--- src/sv/bat_pkg.sv ---
// Package for the block-average thumbnail generator.
// Holds shared constants, register indexes and controller/datapath structs.
// No dependencies.
`default_nettype none
package bat_pkg;
  localparam int DEF_MAX_WIDTH = 4096;
  localparam int DEF_MAX_SCALE = 16;
  localparam int ROW_LIMIT     = 4096;
  localparam int PIX_W         = 16;
  localparam int DIM_REG_W     = 13;
  localparam int SCALE_REG_W   = 5;
  localparam int ADDR_W        = 4;
  localparam int DATA_W        = 32;

  localparam logic [1:0] REG_SRC_WIDTH  = 2'd0;
  localparam logic [1:0] REG_SRC_HEIGHT = 2'd1;
  localparam logic [1:0] REG_BIN_SCALE  = 2'd2;

  localparam logic [DIM_REG_W-1:0]   RST_SRC_WIDTH  = 13'd1024;
  localparam logic [DIM_REG_W-1:0]   RST_SRC_HEIGHT = 13'd1024;
  localparam logic [SCALE_REG_W-1:0] RST_BIN_SCALE  = 5'd4;

  typedef struct packed {
    logic accept;
    logic update;
    logic div_step;
    logic load_out;
  } bat_cmd_t;

  typedef struct packed {
    logic produce;
    logic div_done;
    logic out_free;
  } bat_sts_t;
endpackage
`default_nettype wire

--- src/sv/bat_ctrl.sv ---
// Controller state machine for the block-average thumbnail generator.
// Sequences accept, column-sum update, division and result delivery; uses bat_pkg.
`default_nettype none
module bat_ctrl (
  input  wire              clk,
  input  wire              rst,
  input  wire              in_valid,
  output logic             in_stall,
  input  bat_pkg::bat_sts_t sts,
  output bat_pkg::bat_cmd_t cmd
);
  import bat_pkg::*;

  localparam logic [1:0] S_IDLE    = 2'd0;
  localparam logic [1:0] S_UPDATE  = 2'd1;
  localparam logic [1:0] S_DIVIDE  = 2'd2;
  localparam logic [1:0] S_DELIVER = 2'd3;

  logic [1:0] state;
  logic [1:0] state_next;

  assign in_stall = (state != S_IDLE);

  always_comb begin
    state_next   = state;
    cmd          = '0;
    case (state)
      S_IDLE: begin
        if (in_valid) begin
          cmd.accept = 1'b1;
          state_next = S_UPDATE;
        end
      end
      S_UPDATE: begin
        cmd.update = 1'b1;
        state_next = sts.produce ? S_DIVIDE : S_IDLE;
      end
      S_DIVIDE: begin
        if (sts.div_done) state_next = S_DELIVER;
        else cmd.div_step = 1'b1;
      end
      S_DELIVER: begin
        if (sts.out_free) begin
          cmd.load_out = 1'b1;
          state_next   = S_IDLE;
        end
      end
      default: state_next = S_IDLE;
    endcase
  end

  always_ff @(posedge clk) begin
    if (rst) state <= S_IDLE;
    else state <= state_next;
  end
endmodule
`default_nettype wire

--- config.mk ---
export PLATFORM = sky130hd
export DESIGN_NAME = bat_ctrl
export DESIGN_NICKNAME = d
export VERILOG_FILES = /design/src/sv/bat_pkg.sv /design/src/sv/bat_ctrl.sv
export SDC_FILE = /design/constraint.sdc
export NUM_CORES = 1
export LEC_CHECK = 0
export BUFFER_PORTS_ARGS = -buffer_cell sky130_fd_sc_hd__buf_2
export CORE_AREA = 2 2 39 41
export DETAILED_ROUTE_END_ITERATION = 12
export DIE_AREA = 0 0 41 43
export PLACE_DENSITY = 0.37
export SLEW_MARGIN = 20
export SYNTH_ARGS = -nofsm -noshare
export SYNTH_HDL_FRONTEND = slang
export SYNTH_SLANG_ARGS = --single-unit
--- constraint.sdc ---
create_clock -name clk -period 1.6 [get_ports clk]
set_clock_uncertainty 0.1 [all_clocks]
set_input_delay 0.24 -clock clk [delete_from_list [all_inputs] [get_ports clk]]
set_output_delay 0.24 -clock clk [all_outputs]
set_load 0.02 [all_outputs]
Word-level counts from Yosys, hierarchy flattened
Index checks and enable logic that the tools add are counted.
- divide/modulo/power cells: 0
- magnitude comparators: 0
- reductions and logical operators: 3
- shifts and indexed selects: 0
- bitwise logic cells: 0
- add/subtract/negate cells: 0
- muxes and demuxes: 12
- $mul: 0
- eq/ne operators: 6
- operator list (operator ; count):
    two-way mux 2 bit ; 4
    one-hot mux 2 bit (4 select lines) ; 1
    two-way mux 1 bit ; 7
    != test 2 bit, second input constant ; 3
    equality test 2 bit, second input constant ; 2
    AND reduction 3 bit ; 1
    equality test 2 x 1 -> 1 bit, second input constant ; 1
    logical NOT 2 bit ; 1
    nonzero test 2 bit ; 1
- register bits: 2
- RAM bits: 0
- logic and storage cells: 22
- ROM bits: 0
- memories: 0
- latch bits: 0
- output and inout bits: 5

Logic depth before layout (Yosys ltp)
Gate-level depths: netlist of run 1.
- word-level depth: 3
- gate-level depth with buffers: 3
- depth with buffers taken out: 3

Worst setup path before layout of run 1
OpenSTA, ideal clock, no wires.
- path type: register to output
- from: reg with a tool-made name
- to: out cmd[3] in the netlist's numbering
- path slack: 292 ps
- path buffers: 0
- data required time: 1260 ps
- stages on the path, launching flop included: 3
- arrival: 968 ps
- cells stage by stage: dfxtp_1 or2_1 nor2_1
- RTL lines (item ; line ; source):
    to (decl) ; bat_ctrl.sv:10 ; output bat_pkg::bat_cmd_t cmd

==> summary.md, run 1 <==
| Metric | Value |
|---|---|
| Diodes inserted | 0 |
| Fin Setup TNS | 0 ps |
| Total CTS buffers | 3 |
| Max Clk Rate | 712 MHz |
| Synthesized area per cell | 8.01 um2 |
| Row count | 14 |
| DRT antenna net count | 0 |
| Clock Path Buffers | 2 |
| Setup crit end kind | primary output |
| RSZ-0062 raised after global routing | no |
| Largest stage delay, worst path | between 300 and 400 ps |
| CP arrival | 1070 ps |
| Setup slack at placement | 425 ps |
| Chip width | 41 um |
| Post-place instance area | 190 um2 |
| Vias per Instance | 3.52 |
| Max-capacitance violation count | 0 |
| Final Worst Setup Slack | 195 ps |
| Clock latency on the worst-skew pair | between 200 and 250 ps |
| Synth cell count leaders | a211oi_1, dfxtp_1, nor2_1 |
| 1st-pass router iterations | 2 |
| Yosys warns | 0 |
| EDFF count, synth | 0 |
| #FFs+latches synth | 2 |
| Count of final setup violators | 0 |
| Layout area overhead | 77.1% |
| Die ar. | 1760 um2 |
| Core Footprint | 1380 um2 |
| WS Path Type | reg -> out |
| Slowest cell on crit path | dfxtp_1 |
| Cells after Synth | 15 |
| Chip Height | 43 um |
| Drc violations | 0 |
| Outcome | finished, final reports clean |
| Part of the Yosys area used for sequential elements | 33.3% |
| Worst-Margin Slew | 242 ps |
| Yosys top cell by area | dfxtp_1 |
| Dpl cells | 41 |
| Grt ovf | 0 |
| Resized Gates After CTS | 0 |
| Pleak | 0.107 nW |
| Initial antenna violation count | 0 |
| Routed len/inst | between 8 and 9 um |
| Starting Density | 8.68% |
| CTS tree | done |
| Clk root buf | clkbuf_4 |
| Worst-path clk slew | 30 ps |
| Clk sinks | 2 |
| Startpoint class of the critical path | flop |
| Critical-path cell list | or2_1 -> nor2_1 -> buf_2 |
| Largest net degree at the start of global routing | 9 |
| Hold_buf cts | 0 |
| Share of the synthesized area in the top cell type | 33.3% |
| Layout cells sized above 1 | 53.6% |
| Finished Layout Cells | 44 |
| WHS | 98.6 ps |
| Total power | between 0.2 and 0.25 mW |
| CP max FO | 8 |
| Starting DRT DRC Count | 2 |
| WP data required | ~1300 ps |
| First-pass GRT wire length | 476 um |
| Minimum clock period | 1410 ps |
| Buffers on Ports | 10 |
| Top_reg_cell synth | dfxtp_1 |
| Top cells by area, synth | dfxtp_1, a211oi_1, nor2b_2 |
| Mapped Nets | 21 |
| GR Util met2 | 3.44% |
| Relative slew slack | a little over four fifths |
| Layer with the highest usage | met1 |
| Max-slew violation count | 0 |
| Total GRT Usage | 4.61% |
| Total number of vias | between 150 and 200 |
| Mapped Area | roughly 120 um2 |
| Final Hold Vio Count | 0 |
| Util after Layout | between 15 and 20% |
| Final period util | 87.8% |
| Total power divided by cell area | 1060 nW/um2 |
| Layout net count | 36 |
| Async SR Flop Fraction | 0% |
| # IOs | 11 |
| Placer Congestion | 0.606 |
| Met1 Resource Use GR | under 10% |
| Vias in the first global route | approximately 130 |
| Synth unique cells | 12 |
| Design area | 213 um2 |
| Post-Route WL | 353 um |
| CTS H-tree depth | 1 |
| Worst vdd ir | 0.000261 V |
| Min-Delay Path Class | in -> reg |
| Filler Cell Count | 160 |
| Met3 Use GR | 4.71% |
| Setup bufs post-CTS | 0 |
[power by group]
part / switching (mW) / total [mW] / internal, mW
sequential: 0.00796 / 0.0631 / 0.0551
clock: 0.0281 / 0.111 / 0.0827
combinational: 0.0285 / 0.0515 / 0.0230
total: 0.0646 / 0.225 / 0.161
[worst paths after layout]
path	start	endpoint	slack [ps]	cells after the start
setup / recovery	flop	cmd[3]	190	3
hold / removal	rst	state[0]	100	2
setup reg to reg	flop	state[0]	560	3
hold reg to reg	state[0]	state[0]	460	1
[final cells by class]
cell class,instances,area (um2),share of cell area (%)
Clock buffer,3,22.5,10.6
Inverter,1,3.75,1.76
Multi-Input combinational cell,12,76.3,35.9
Sequential cell,2,40.0,18.8
Tap cell,16,20.0,9.41
Timing Repair Buffer,10,50.0,23.5
[critical path: cells and delay by family (launching register included)]
family                 cells  cell delay [ps]
buffers and inverters      1              160
DFF                        1              360
and+or+nand+nor            2              320
[routing by layer]
metal,routed length (um),vias up
met5,0,-
li1,-,79
met1,189,65
met4,0,0
met3,63,0
met2,100,11
[cell families (layout without fill, tap and decap cells)]
logic type,after synthesis,after routing,share of synthesized area (%)
AOI/OAI and AO/OA,3,3,18.7
buffers and inverters,1,14,3.12
and+or+nand+nor,9,9,44.8
DFF,2,2,33.3
[placed cells by master (no fill, tap or decap)]
master     n
clkbuf_4   3
a22oi_1    1
nor2_1     2
nand2_1    1
or2_1      1
inv_1      1
a211oi_1   2
and3_2     1
dfxtp_1    2
nor2b_1    1
nor2b_2    1
nand2b_1   1
buf_2     10
nor3b_1    1
(Power assumes the default switching activity.)
==> run 2, diff against run 1 <==
- PLACE_DENSITY: 0.37 -> 0.39
==> summary.md, run 2 (synthesis gave the netlist of run 1 again) <==
| Metric | Value |
|---|---|
| Outcome | finished, final reports clean |
| Filler Cell Count | 162 (+1.3%) |
| Final Hold Vio Count | 0 (unchanged) |
| Starting DRT DRC Count | 3 (+1) |
| CP max FO | 8 (unchanged) |
| CTS H-tree depth | 1 (unchanged) |
| Row count | 14 (unchanged) |
| Relative slew slack | 83.9% (+0.086 points) |
| Chip width | 41 um (unchanged) |
| Largest net degree at the start of global routing | 9 (unchanged) |
| Setup bufs post-CTS | 0 (unchanged) |
| Grt ovf | 0 (unchanged) |
| Clock latency on the worst-skew pair | 230 ps (about the same) |
| Fin Setup TNS | 0 ps (unchanged) |
| Clk sinks | 2 (unchanged) |
| WP data required | 1260 ps (about the same) |
| WHS | 92.9 ps (-5.67 ps) |
| Final period util | 89.0% (+1.2 points) |
| Combinational power share | 22.6% (-0.3 points) |
| Total power divided by cell area | 1090 nW/um2 (+3.1%) |
| Worst vdd ir | 0.000309 V (+18%) |
| Share of total power in sequential cells | 27.1% (-0.9 points) |
| Worst-path clk slew | 30 ps (about the same) |
| Layout net count | 36 (unchanged) |
| Die ar. | 1760 um2 (unchanged) |
| Most common cell after layout, fill and taps aside | buf_2 |
| Core Footprint | 1380 um2 (unchanged) |
| Minimum clock period | 1420 ps (+19.0 ps) |
| Total CTS buffers | 3 (unchanged) |
| Chip Height | 43 um (unchanged) |
| Layout area overhead | 77.1% (unchanged) |
| Multi-input logic area | 76.3 um2 (unchanged) |
| Setup crit end kind | primary output |
| Flip-flop and latch area | 40.0 um2 (unchanged) |
| Vias per Instance | 3.48 (-1.3%) |
| Vias in the first global route | 128 (+2.4%) |
| Initial antenna violation count | 0 (unchanged) |
| Pleak | 0.107 nW (unchanged) |
| Clock power frac | 50.2% (+1.0 points) |
| Resized Gates After CTS | 0 (unchanged) |
| Placer Congestion | 0.640 (+5.7%) |
| Total GRT Usage | 6.32% (+1.7 points) |
| CP arrival | 1080 ps (about the same) |
| Clk root buf | clkbuf_4 |
| Post-Route WL | 394 um (+12%) |
| Most frequent cells in the layout | buf_2, clkbuf_4, nor2_1, a211oi_1, dfxtp_1 |
| Startpoint class of the critical path | flop |
| Diodes inserted | 0 (unchanged) |
| Layout cells sized above 1 | 53.6% (unchanged) |
| Max-capacitance violation count | 0 (unchanged) |
| Buffers on Ports | 10 (unchanged) |
| CTS tree | done |
| Worst-Margin Slew | 241 ps (-1.28 ps) |
| Hold_buf cts | 0 (unchanged) |
| Sw Pwr | 0.0710 mW (+10%) |
| RSZ-0062 raised after global routing | no |
| WS Path Type | reg -> out |
| Count of final setup violators | 0 (unchanged) |
| Switching portion of total power | 30.6% (+1.9 points) |
| Routed len/inst | 8.95 um (+12%) |
| Design area | 213 um2 (unchanged) |
| Total number of vias | 153 (-1.3%) |
| DRT antenna net count | 0 (unchanged) |
| 1st-pass router iterations | 2 (unchanged) |
| First-pass GRT wire length | 572 um (+20%) |
| Clock Path Buffers | 2 (unchanged) |
| # IOs | 11 (unchanged) |
| Util after Layout | 15.4% (unchanged) |
| Starting Density | 8.68% (unchanged) |
| Max-slew violation count | 0 (unchanged) |
| Max Clk Rate | 702 MHz (-1.3%) |
| Post-place instance area | 190 um2 (unchanged) |
| Internal power | 0.161 mW (+0.27%) |
| Min-Delay Path Class | in -> reg |
| Drc violations | 0 (unchanged) |
## run 2: cell counts in the layout (fill, tap and decap cells not counted)
No cell type changed its count.
## run 2: final cells by class
cell class / instances / share of cell area, %
Multi-Input combinational cell: 12 / 35.9
Timing Repair Buffer: 10 / 23.5
Sequential cell: 2 / 18.8
Clock buffer: 3 / 10.6
Tap cell: 16 / 9.41
Inverter: 1 / 1.76
## run 2: critical path, stage by stage (launching register included)
cell	delay, ps
dfxtp_1	360
or2_1	250
nor2_1	80
buf_2	160
## run 2: worst paths after layout
check / start / to / slack, ps / cells after the start
setup / recovery: flop / cmd[3] / 180 / 3
hold / removal: rst / flop / 90 / 2
setup reg to reg: flop / state[0] / 550 / 3
hold reg to reg: state[0] / state[0] / 470 / 1
## run 2: power groups by stage
| stage | sequential [mW] | combinational (mW) | clock, mW |
|---|---|---|---|
| floorplan | 0.0615 | 0.0332 | 0 |
| global placement | 0.0632 | 0.0532 | 0 |
| detailed placement | 0.0636 | 0.0532 | 0 |
| CTS | 0.0629 | 0.0533 | 0.124 |
| global route | 0.0635 | 0.0577 | 0.134 |
| finish | 0.0630 | 0.0526 | 0.117 |
## run 2: stage by stage
| stage | instances | power, mW | setup WS (ps) |
|---|---|---|---|
| after floorplan | 15 | 0.0948 | 292 |
| final | 44 | 0.232 | 176 |
| after global placement | 41 | 0.116 | 432 |
| after global routing | 44 | 0.255 | 124 |
| after detailed placement | 41 | 0.117 | 413 |
| after CTS | 44 | 0.240 | 161 |
## run 2: per-layer routing
metal	track usage [%]	part of all wire (%)	up-vias
met2	3.13	22	14
met1	8.33	50	57
met5	0	0	-
li1	-	-	80
met3	7.85	23	2
met4	8.00	3.8	0
==> run 3, diff against run 2 <==
- RECOVER_POWER: not set -> 50
==> summary.md, run 3 (synthesis gave the netlist of run 1 again) <==
| Metric | Value |
|---|---|
| Outcome | finished, final reports clean |
| Relative slew slack | 85.2% (+1.3 points) |
| Largest net degree at the start of global routing | 9 (unchanged) |
| Pleak | 0.105 nW (-2.2%) |
| Layout area overhead | 75.0% |
| Max Clk Rate | 705 MHz (+0.46%) |
| Clk sinks | 2 (unchanged) |
| Worst-path clk slew | 30 ps (about the same) |
| Setup crit end kind | primary output |
| Fin Setup TNS | 0 ps (unchanged) |
| Total CTS buffers | 3 (unchanged) |
| Most common cell after layout, fill and taps aside | buf_2 |
| Startpoint class of the critical path | flop |
| Filler Cell Count | 163 (+0.62%) |
| Diodes inserted | 0 (unchanged) |
| Total GRT Usage | 6.32% (unchanged) |
| Chip width | 41 um (unchanged) |
| Max-capacitance violation count | 0 (unchanged) |
| Initial antenna violation count | 0 (unchanged) |
| Hold_buf cts | 0 (unchanged) |
| WS Path Type | reg -> out |
| First-pass GRT wire length | 572 um (unchanged) |
| Layout cells sized above 1 | 50.0% (-3.6 points) |
| Clk root buf | clkbuf_4 |
| Most frequent cells in the layout | buf_2, clkbuf_4 |
| Setup slack at placement | 413 ps (unchanged) |
| Placer Congestion | 0.640 (unchanged) |
| Starting DRT DRC Count | 3 (unchanged) |
| Post-Route WL | 398 um (+1.0%) |
| CP max FO | 7 (-1) |
| WHS | 92.1 ps (-0.763 ps) |
| Core Footprint | 1380 um2 (unchanged) |
| Count of final setup violators | 0 (unchanged) |
| 1st-pass router iterations | 2 (unchanged) |
| Total number of vias | 152 (-0.65%) |
| Max-slew violation count | 0 (unchanged) |
| Flip-flop and latch area | 40.0 um2 (unchanged) |
| Total power divided by cell area | 1100 nW/um2 (+0.68%) |
| Drc violations | 0 (unchanged) |
| Layout net count | 36 (unchanged) |
| Finished Layout Cells | 44 (unchanged) |
| # IOs | 11 (unchanged) |
| Min-Delay Path Class | in -> reg |
| Vias per Instance | 3.45 (-0.65%) |
| CTS tree | done |
| Multi-input logic area | 73.8 um2 (-3.3%) |
| Die ar. | 1760 um2 (unchanged) |
| Final Worst Setup Slack | 182 ps (+6.46 ps) |
| Buffers on Ports | 10 (unchanged) |
| Setup bufs post-CTS | 0 (unchanged) |
| RSZ-0062 raised after global routing | no |
| Worst-Margin Slew | 221 ps (-20.0 ps) |
| CP arrival | 1080 ps (about the same) |
| Final period util | 88.6% (-0.40 points) |
| Row count | 14 (unchanged) |
| Starting Density | 8.68% (unchanged) |
| DRT antenna net count | 0 (unchanged) |
| Final Hold Vio Count | 0 (unchanged) |
| Worst vdd ir | 0.000308 V (-0.14%) |
| Chip Height | 43 um (unchanged) |
| Grt ovf | 0 (unchanged) |
| Minimum clock period | 1420 ps (-6.46 ps) |
| Dpl cells | 41 (unchanged) |
| Clock Path Buffers | 2 (unchanged) |
| Routed len/inst | 9.05 um (+1.0%) |
| Clock latency on the worst-skew pair | 230 ps (about the same) |
| CTS H-tree depth | 1 (unchanged) |
| Vias in the first global route | 128 (unchanged) |
| WP data required | 1260 ps (about the same) |
| Resized Gates After CTS | 0 (unchanged) |
-- run 3: report_power, final --
group / total, mW / switching (mW) / internal [mW] / leakage (nW)
Combinational: 0.0515 / 0.0295 / 0.0220 / 0.0742
Clock: 0.117 / 0.0337 / 0.0831 / 0.0138
Sequential: 0.0627 / 0.00763 / 0.0551 / 0.0165
Total: 0.231 / 0.0709 / 0.160 / 0.105
-- run 3: critical path: stages (launching register included) --
cell     delay (ps)
dfxtp_1         350
or2_0           250
nor2_1           90
buf_2           160
-- run 3: path summary, 6_finish.rpt --
path / slack (ps) / cells after the start / to / from
hold reg to reg: 470 / 1 / state[0] / state[0]
hold / removal: 90 / 2 / flop / rst
setup / recovery: 180 / 3 / cmd[3] / state[0]
setup reg to reg: 560 / 3 / state[0] / flop
-- run 3: layer usage --
layer	global-route usage (%)	share of wire, %	vias to the layer above
met3	7.85	23	2
met4	8.00	3.8	0
met1	8.33	51	56
met5	0	0	-
li1	-	-	80
met2	3.13	22	14
-- run 3: layout make-up --
class,count,area share (%)
multi-input combinational,12,35.1
timing repair buffer,10,23.8
sequential,2,19.0
clock buffer,3,10.7
tap,16,9.52
inverter,1,1.79
-- run 3: metrics by stage --
step                power (mW)  utilization [%]  area, um2
finish                   0.231             15.2        210
global route             0.254             15.2        210
CTS                      0.240             15.4        213
detailed placement       0.117             13.7        190
global placement         0.116             13.7        190
floorplan               0.0948                -        120
